===== src/rtl/cfo_pkg.sv =====
`timescale 1ns / 1ps
package cfo_pkg;

   localparam int SAMPLE_WIDTH  = 16;
   localparam int SMOOTH_WIDTH  = 32;
   localparam int PHASE_WIDTH   = 32;
   localparam int CORDIC_STAGES = 16;
   localparam int ALPHA_WIDTH   = 16;
   localparam int ANGLE_WIDTH   = 32;
   localparam int GUARD_BITS    = 16;
   localparam int GAIN_WIDTH    = 16;

   localparam int PROD_WIDTH    = 2 * SAMPLE_WIDTH;
   localparam int PSUM_WIDTH    = 2 * SAMPLE_WIDTH + 1;
   localparam int PSHIFT        = 2 * SAMPLE_WIDTH + 1 - SMOOTH_WIDTH;
   localparam int PWIDE_WIDTH   = PSUM_WIDTH + SMOOTH_WIDTH;
   localparam int DIFF_WIDTH    = SMOOTH_WIDTH + 1;
   localparam int STEP_WIDTH    = DIFF_WIDTH + ALPHA_WIDTH + 1;
   localparam int SUM_WIDTH     = SMOOTH_WIDTH + 3;
   localparam int VEC_WIDTH     = SMOOTH_WIDTH + 4;
   localparam int ROT_WIDTH     = SAMPLE_WIDTH + GUARD_BITS + 4;
   localparam int ZROT_WIDTH    = ANGLE_WIDTH + 2;
   localparam int GPROD_WIDTH   = ROT_WIDTH + GAIN_WIDTH + 1;
   localparam int TAB_DEPTH     = 24;
   localparam int TAB_IDX_WIDTH = $clog2(TAB_DEPTH);

   localparam logic [ALPHA_WIDTH-1:0] ALPHA_RESET = ALPHA_WIDTH'(655);
   localparam logic [GAIN_WIDTH-1:0]  GAIN_Q16    = GAIN_WIDTH'(39797);

   localparam logic signed [SUM_WIDTH-1:0] SMOOTH_HI =
      SUM_WIDTH'((64'sd1 <<< (SMOOTH_WIDTH - 1)) - 64'sd1);
   localparam logic signed [SUM_WIDTH-1:0] SMOOTH_LO = -SMOOTH_HI - SUM_WIDTH'(1);
   localparam logic signed [GPROD_WIDTH-1:0] SAMPLE_HI =
      GPROD_WIDTH'((64'sd1 <<< (SAMPLE_WIDTH - 1)) - 64'sd1);
   localparam logic signed [GPROD_WIDTH-1:0] SAMPLE_LO = -SAMPLE_HI - GPROD_WIDTH'(1);
   localparam logic signed [GPROD_WIDTH-1:0] ROUND_HALF =
      GPROD_WIDTH'(64'sd1 <<< (15 + GUARD_BITS));
   localparam logic signed [SAMPLE_WIDTH-1:0] SAMPLE_MAX =
      SAMPLE_WIDTH'((64'sd1 <<< (SAMPLE_WIDTH - 1)) - 64'sd1);

   localparam logic [ANGLE_WIDTH-1:0] ATAN_TAB [TAB_DEPTH] = '{
      32'd536870912, 32'd316933406, 32'd167458907, 32'd85004756, 32'd42667331,
      32'd21354465, 32'd10679838, 32'd5340245, 32'd2670675, 32'd1335087,
      32'd667544, 32'd333772, 32'd166886, 32'd83443, 32'd41722, 32'd20861,
      32'd10430, 32'd5215, 32'd2608, 32'd1304, 32'd652, 32'd326, 32'd163, 32'd81
   };

   typedef struct packed {
      logic                        valid;
      logic                        zero;
      logic signed [VEC_WIDTH-1:0] x;
      logic signed [VEC_WIDTH-1:0] y;
      logic [ANGLE_WIDTH-1:0]      z;
   } vec_type;

   typedef struct packed {
      logic                         valid;
      logic signed [ROT_WIDTH-1:0]  x;
      logic signed [ROT_WIDTH-1:0]  y;
      logic signed [ZROT_WIDTH-1:0] z;
   } rot_type;

   function automatic logic signed [SMOOTH_WIDTH-1:0] scale_prod(
      input logic signed [PSUM_WIDTH-1:0] v);
      logic signed [PWIDE_WIDTH-1:0] w;
      w = PWIDE_WIDTH'(v);
      if (PSHIFT >= 0) begin
         w = w >>> PSHIFT;
      end else begin
         w = w <<< (-PSHIFT);
      end
      return w[SMOOTH_WIDTH-1:0];
   endfunction

   function automatic logic signed [SMOOTH_WIDTH-1:0] sat_smooth(
      input logic signed [SUM_WIDTH-1:0] v);
      logic signed [SUM_WIDTH-1:0] r;
      if (v > SMOOTH_HI) begin
         r = SMOOTH_HI;
      end else if (v < SMOOTH_LO) begin
         r = SMOOTH_LO;
      end else begin
         r = v;
      end
      return r[SMOOTH_WIDTH-1:0];
   endfunction

   function automatic logic signed [SAMPLE_WIDTH-1:0] sat_sample(
      input logic signed [GPROD_WIDTH-1:0] v);
      logic signed [GPROD_WIDTH-1:0] r;
      if (v > SAMPLE_HI) begin
         r = SAMPLE_HI;
      end else if (v < SAMPLE_LO) begin
         r = SAMPLE_LO;
      end else begin
         r = v;
      end
      return r[SAMPLE_WIDTH-1:0];
   endfunction

   // negation with the most negative code pinned to full scale
   function automatic logic signed [SAMPLE_WIDTH-1:0] neg_sat(
      input logic signed [SAMPLE_WIDTH-1:0] v);
      logic signed [SAMPLE_WIDTH-1:0] r;
      if (v == -SAMPLE_MAX - SAMPLE_WIDTH'(1)) begin
         r = SAMPLE_MAX;
      end else begin
         r = -v;
      end
      return r;
   endfunction

endpackage


===== src/rtl/cfo_rot_cell.sv =====
`timescale 1ns / 1ps
module cfo_rot_cell (
   input  logic                               clock,
   input  logic                               reset,
   input  logic [cfo_pkg::TAB_IDX_WIDTH-1:0]  stage_idx,
   input  cfo_pkg::rot_type                   up,
   output cfo_pkg::rot_type                   down
);
   cfo_pkg::rot_type cell_ff, cell_in;
   logic signed [cfo_pkg::ROT_WIDTH-1:0] dx, dy;
   logic signed [cfo_pkg::ZROT_WIDTH-1:0] step_ang;

   always_comb begin
      dx = up.x >>> stage_idx;
      dy = up.y >>> stage_idx;
      step_ang = $signed({2'b00, cfo_pkg::ATAN_TAB[stage_idx]});
      cell_in = up;
      if (!up.z[cfo_pkg::ZROT_WIDTH-1]) begin
         cell_in.x = up.x - dy;
         cell_in.y = up.y + dx;
         cell_in.z = up.z - step_ang;
      end else begin
         cell_in.x = up.x + dy;
         cell_in.y = up.y - dx;
         cell_in.z = up.z + step_ang;
      end
   end

   always_ff @(posedge clock) begin
      if (reset) begin
         cell_ff.valid <= 1'b0;
      end else begin
         cell_ff.valid <= up.valid;
      end
      cell_ff.x <= cell_in.x;
      cell_ff.y <= cell_in.y;
      cell_ff.z <= cell_in.z;
   end

   assign down = cell_ff;
endmodule


===== config.mk =====
export PLATFORM = sky130hd
export DESIGN_NAME = cfo_rot_cell
export DESIGN_NICKNAME = d
export VERILOG_FILES = /design/src/rtl/cfo_pkg.sv /design/src/rtl/cfo_rot_cell.sv
export SDC_FILE = /design/constraint.sdc
export NUM_CORES = 1
export LEC_CHECK = 0
export ABC_AREA = 1
export BUFFER_PORTS_ARGS = -buffer_cell sky130_fd_sc_hd__buf_2
export CAP_MARGIN = 10
export CORE_ASPECT_RATIO = 0.75
export CORE_MARGIN = 5
export CORE_UTILIZATION = 35
export DETAILED_ROUTE_END_ITERATION = 7
export PLACE_DENSITY_LB_ADDON = 0.15
export SLEW_MARGIN = 20
export SYNTH_ARGS = -nofsm -noshare
export SYNTH_HDL_FRONTEND = slang
export SYNTH_SLANG_ARGS = --single-unit

===== constraint.sdc =====
create_clock -name clock -period 6.1 [get_ports clock]
set_clock_uncertainty 0.2 [all_clocks]
set_input_delay 1.22 -clock clock [delete_from_list [all_inputs] [get_ports clock]]
set_output_delay 1.22 -clock clock [all_outputs]
set_load 0.1 [all_outputs]

# After elaboration in Yosys (flattened, before gate mapping)
# Memories as Yosys holds them, arrays and structs flattened.
# Index checks and enable logic that the tools add are counted.
[classes] n_addsub=6 magnitude_cmp=1 n_shift=2 muxes=3 bitwise=1
[ops] operator="2-to-1 mux 106 bit" n=1
[ops] operator="adder 36 bit" n=2
[ops] operator=">>> shifter 36 x 5 -> 36 bit" n=2
[ops] operator="subtractor 36 bit" n=2
[ops] operator="2-to-1 mux 32 bit" n=2
[ops] operator="adder 34 x 33 -> 34 bit" n=1
[ops] operator="subtractor 34 x 33 -> 34 bit" n=1
[ops] operator=">= comparator 6 bit, second input constant" n=1
[ops] operator="inverter 5 -> 6 bit" n=1
[word_totals] ff_bits=107 mem_bits_ro=1024 input_bits=114 out_inout_bits=107 wordCells=18 n_memories=1
[mem_list] name="(name not given)" words=32 width=32 rd=1 rd_ports_with_merged_regs=0 write_ports=0 line="cfo_rot_cell.sv:16" rtl="step_ang = $signed({2'b00, cfo_pkg::ATAN_TAB[stage_idx]});"

# Longest topological paths before layout
# Gate-level depths: netlist (run 1).
[depth] depth_word=6 ltp_mapped=36 mapped_depth_nobuf=35

# Worst setup path after synthesis (run 1)
# No wires, ideal clock.
[synth_path] path_type="input to register" startpoint="input port stage_idx[1] (netlist bit)" endpoint="register cell_ff (netlist bit down[24])" setup_ps=127 t_arrival_ps=4774 required_ps=5773 setup_slack_ps=1000 stages=25 path_buffers=2 cell_sequence="inv_2 -> buf_4 -> buf_2 -> ha_1 -> nor2_1 -> nor2_1 -> nand2_1 -> o21ai_1 -> o22ai_1 -> nand2_1 -> nor2_2 -> nand3_1 -> o21ai_2 -> xor2_1 -> ha_1 -> a21oi_1 -> inv_1 -> a31oi_1 -> a21boi_0 -> inv_1 -> nand2_1 -> nand2_1 -> a21boi_0 -> o21ai_0 -> xor2_1"
[synth_lines] element="from (decl)" line="cfo_rot_cell.sv:5" rtl="input logic [cfo_pkg::TAB_IDX_WIDTH-1:0] stage_idx,"
[synth_lines] element="to (decl)" line="cfo_rot_cell.sv:9" rtl="cfo_pkg::rot_type cell_ff, cell_in;"

==> results.json, run 1 <==
{
  "nets": 3098,
  "dpl.hpwl_um": 57800,
  "dp_slack_ns": -0.2130,
  "max_cap_viol_count": 0,
  "max-vdd-ir-drop_mv": 0.4462,
  "layout_setup_ws_ns": 0.2802,
  "drt-pass1-iter-count": 6,
  "rsz0062_at_grt": "no",
  "core_um2": 43020,
  "synth_edf_count": 0,
  "placed_area_um2": 17370,
  "netlist_instances": 2619,
  "drc": 0,
  "arrival_ns": 5.86,
  "critPathMostFrequentCell": "nand2_1",
  "grt_max_degree": 58,
  "layout_common_cells": "828 x nand2_1, 414 x nand3_1, 231 x inv_1",
  "hold_ws_ns": 0.7702,
  "finalCritPeriodShare_pct": 95.41,
  "via_per_inst": 5.348,
  "hold_path_class": "in -> reg",
  "grt_first_pass_wirelength_um": 103700,
  "grt_antenna_before_repair": 0,
  "slew_headroom_pct": 56.73,
  "grtUsageTotal_pct": 27.71,
  "critPathLaunchType": "primary input",
  "final_common_cell": "nand2_1",
  "synth_ff_type": "dfxtp_1",
  "synth.yosys.seq_area_share_pct": 14.15,
  "layout-drive-gt1-share_pct": 14.88,
  "required_ns": 6.14,
  "vias": 18440,
  "clock_sinks": 107,
  "largest_reg_flops": 107,
  "wl_um": 67790,
  "finish.instance_area_um2": 17690,
  "cp_slowest_cell": "nor2_2",
  "p_per_area_nw_per_um2": 366.8,
  "overflow": 0,
  "outcome": "completed",
  "htreeDepth": 3,
  "final_hold_viol_count": 0,
  "crit_fanout": 6,
  "critPathMaxStageDelay_ns": 0.49,
  "gp_congestion": 0.9950,
  "tightest_slew_ns": 0.6490,
  "slew_viol_final": 0,
  "grt_pass1_vias": 17460,
  "io_pins": 221,
  "die_area_um2": 47540,
  "numCtsBuffers": 9,
  "avgRoutedWirePerCell_um": 19.66,
  "die_x_um": 250.1,
  "synth-async-reset-ratio_pct": 0,
  "synth.cell_area_um2": 15130,
  "crit_type": "in -> reg",
  "final.setup.tns_ns": 0,
  "setup_violations": 0,
  "holdPathStages": 2,
  "row_count": 66,
  "max_freq_mhz": 171.8,
  "clockRootBuffer": "clkbuf_16",
  "ant_nets": 0,
  "hold_end": "down[106]",
  "clk_pin_slew_ns": 0.08,
  "fp.dieH_um": 190.1,
  "fin_cells": 3448,
  "initial_utilization_pct": 35.17,
  "cts_tree": "yes",
  "cp-end-kind": "flip-flop",
  "synth-seq-cells": 107,
  "portBuffers": 220,
  "p_leak_nw": 9.287,
  "dr.first_iter.drc_count": 1831,
  "postSynthAreaPerCell_um2": 5.778,
  "min-delay-start": "reset",
  "yosysWarningCount": 0,
  "dpl.cell_count": 3433,
  "synth_nets": 2851,
  "antennaDiodeCount": 0,
  "cts_max_path_buffers": 2,
  "synth_cell_types": 53,
  "fin_crit_ns": 5.820,
  "area.growth.synth_to_final_pct": 16.90
}
==> synthesized netlist by cell type (6+ instances only) <==
cell type	number	area (µm²)
o21a_1	9	67.56
o221ai_1	7	61.31
inv_1	231	867.1
o21ai_0	81	405.4
xnor2_1	54	473.0
nor2_4	6	67.56
nand2_1	828	3108
a21boi_0	7	52.55
o21bai_1	6	45.04
inv_2	33	123.9
a21oi_1	139	695.7
clkbuf_1	18	67.56
dfxtp_1	107	2142
o21ai_2	7	61.31
nor4_1	6	37.54
nand3b_1	7	52.55
nor2_2	17	106.4
buf_2	26	130.1
buf_1	19	71.32
nand2_2	10	62.56
ha_1	115	1439
a21o_1	8	60.06
nand3_1	414	2072
o211ai_1	11	82.58
a31oi_1	25	156.4
nand4_1	20	125.1
o21ai_1	10	50.05
nor3_1	14	70.07
xor2_1	118	1033
buf_4	19	142.6
nor2_1	195	732.0
==> layer usage <==
layer	vias up	GRT usage, %	share of wire, %
li1	9089	-	-
met4	0	4.070	0.95
met3	37	4.455	8.1
met1	8582	43.58	51
met2	732	40.13	40
met5	-	0	0
==> stage by stage <==
step	total power [W]	utilization, %
2_1_floorplan	0.004824	-
3_3_place_gp	0.005843	40.37
3_5_place_dp	0.005841	40.37
4_1_cts	0.006499	41.06
5_1_grt	0.006843	41.12
6_report	0.006489	41.12
==> critical path, delay by kind of cell <==
kind,cells,cell delay (ns)
AOI/OAI and AO/OA,1,0.12
adders and majority gates,2,0.63
buffers and inverters,7,0.82
and+or+nand+nor,20,3.06
==> layout make-up <==
cell class	count	area [µm²]
Fill cell	4819	25330
Clock buffer	9	225.2
Sequential cell	107	2142
Timing Repair Buffer	322	1967
Clock inverter	6	75.07
Multi-Input combinational cell	2156	11540
Inverter	270	1016
Tap cell	578	723.2
==> cells by family (layout without fill, tap and decap cells) <==
logic type / Yosys count / after routing / share of synthesized area [%]
buf+inv: 356 / 607 / 9.731
compound gates: 333 / 333 / 12.82
fa+ha+maj: 118 / 118 / 9.905
flops: 107 / 107 / 14.15
simple gates: 1533 / 1533 / 43.43
xor+xnor: 172 / 172 / 9.954
==> how the worst max path moves through the flow <==
stage | startpoint | end | cells past startpoint
floorplan | stage_idx[1] | down[24] | 25
global placement | stage_idx[1] | down[105] | 32
detailed placement | stage_idx[1] | down[105] | 30
CTS | stage_idx[1] | down[105] | 31
global route | stage_idx[1] | down[105] | 30
finish | stage_idx[2] | down[69] | 30
==> report_power, final <==
group	switching [W]	internal, W
registers	0.0000690	0.00101
clock network	0.000311	0.000322
logic	0.00380	0.000976
total	0.00418	0.00230
==> what timing repair did <==
action / in CTS / in global routing
setup buffers: 0 / 0
resized for setup: 0 / 6
setup endpoints to repair: 0 / 4
hold buffers: 0 / 0
No activity file was read; power rests on OpenSTA's default activity.
==> run 2: changes to the inputs <==
--- a/config.mk
+++ b/config.mk
@@ -11,6 +11,7 @@
 export CORE_ASPECT_RATIO = 0.75
 export CORE_MARGIN = 5
 export CORE_UTILIZATION = 35
+export CTS_BUF_LIST = sky130_fd_sc_hd__clkbuf_4 sky130_fd_sc_hd__clkbuf_8
 export DETAILED_ROUTE_END_ITERATION = 7
 export PLACE_DENSITY_LB_ADDON = 0.15
 export SLEW_MARGIN = 20
==> run 2 against run 1 <==
Effect of this change: worst hold slack got worse by 0.067 ns; sequential power barely moved; utilization fell by 0.24 points.
==> results.json, run 2 (synthesis gave the netlist of run 1 again) <==
{
  "wl_um": 67760,
  "final_hold_viol_count": 0,
  "slew_viol_final": 0,
  "p_per_area_nw_per_um2": 360.5,
  "crit_type": "in -> reg",
  "fillers": 4833,
  "p_leak_nw": 9.241,
  "portBuffers": 220,
  "dpl.hpwl_um": 57800,
  "drc": 0,
  "critPathMostFrequentCell": "nand2_1",
  "cp_slowest_cell": "nor2_2",
  "final_common_cell": "nand2_1",
  "largest_reg_flops": 107,
  "grt_max_degree": 58,
  "crit_fanout": 6,
  "htreeDepth": 3,
  "nets": 3098,
  "initial_utilization_pct": 35.17,
  "via_per_inst": 5.359,
  "area.growth.synth_to_final_pct": 16.20,
  "grt_first_pass_wirelength_um": 103800,
  "crit_start": "stage_idx[2]",
  "finalCritPeriodShare_pct": 92.68,
  "setup_violations": 0,
  "core_um2": 43020,
  "dr.first_iter.drc_count": 1817,
  "slew_headroom_pct": 55.81,
  "ant_nets": 0,
  "cts_tree": "yes",
  "cts_max_path_buffers": 2,
  "cp-end-kind": "flip-flop",
  "vias": 18480,
  "clk_pin_slew_ns": 0.11,
  "io_pins": 221,
  "arrival_ns": 5.83,
  "clock_sinks": 107,
  "endpoint": "down[69]",
  "max_freq_mhz": 176.9,
  "critPathLaunchType": "primary input",
  "grtUsageTotal_pct": 27.73,
  "max_cap_viol_count": 0,
  "overflow": 0,
  "min-delay-start": "reset",
  "row_count": 66,
  "layout-drive-gt1-share_pct": 14.84,
  "numCtsBuffers": 9,
  "outcome": "completed",
  "fin_crit_ns": 5.654,
  "die_x_um": 250.1,
  "die_area_um2": 47540,
  "gp_congestion": 0.9950,
  "rsz0062_at_grt": "no",
  "antennaDiodeCount": 0,
  "max-vdd-ir-drop_mv": 0.4461,
  "layout_common_cells": "828 x nand2_1, 414 x nand3_1, 231 x inv_1",
  "tightest_slew_ns": 0.6628,
  "hold_ws_ns": 0.7031,
  "grt_pass1_vias": 17470,
  "required_ns": 6.28,
  "fp.dieH_um": 190.1,
  "grt_antenna_before_repair": 0,
  "avgRoutedWirePerCell_um": 19.65,
  "hold_path_class": "in -> reg",
  "drt-pass1-iter-count": 6,
  "clockRootBuffer": "clkbuf_8",
  "critPathMaxStageDelay_ns": 0.46,
  "final.setup.tns_ns": 0
}
[run 2: cell counts in the layout (fill, tap and decap cells not counted)]
Identical to the previous run, type by type.
[run 2: cell type report]
class	count	area, µm²	share of cell area (%)
Clock buffer	9	123.9	0.7044
Clock inverter	6	75.07	0.4269
Inverter	270	1016	5.777
Multi-Input combinational cell	2156	11540	65.61
Sequential cell	107	2142	12.18
Tap cell	578	723.2	4.112
Timing Repair Buffer	322	1967	11.18
[run 2: layer usage]
| layer | share of wire, % | track usage, % | up-vias | wire length (µm) |
|---|---|---|---|---|
| li1 | - | - | 9102 | - |
| met1 | 51 | 43.55 | 8593 | 34540 |
| met2 | 40 | 40.06 | 737 | 27100 |
| met3 | 7.9 | 4.469 | 45 | 5376 |
| met4 | 1.1 | 4.406 | 0 | 743 |
| met5 | 0 | 0 | - | 0 |
[run 2: report_power, final]
group	switching (W)	leakage (nW)	internal, W	total [W]
Sequential	0.0000696	0.903	0.00101	0.00108
Clock	0.000292	0.0978	0.000192	0.000485
Combinational	0.00380	8.24	0.000976	0.00478
Total	0.00417	9.24	0.00217	0.00634
[run 2: worst max-delay path: cells and delay by family]
kind	cells	cell delay (ns)
fa+ha+maj	2	0.63
buf+inv	8	0.88
compound gates	1	0.12
simple gates	20	2.97
[run 2: stage by stage]
stage	std cells	instance area, µm²	setup slack [ns]	total power, W	utilization, %
floorplan	2619	15130	0.9998	0.004824	-
global placement	3433	17370	-0.1812	0.005843	40.37
detailed placement	3433	17370	-0.2130	0.005841	40.37
CTS	3448	17570	0.2861	0.006357	40.83
global route	3448	17590	0.05621	0.006696	40.87
finish	3448	17590	0.4464	0.006340	40.87
[run 2: worst min path at each step]
stage                            to  slack (ns)  depth (start not counted)
after floorplan           down[106]        1.09                          1
after global placement    down[106]        1.18                          2
after detailed placement  down[106]        1.18                          2
after CTS                 down[106]        0.66                          2
after global routing      down[106]        0.68                          2
final                     down[106]        0.70                          2
[run 2: what timing repair did]
action	in CTS	in global routing
hold buffers	0	0
endpoints found under the setup margin	0	4
resized for setup	0	5
setup buffers	0	0
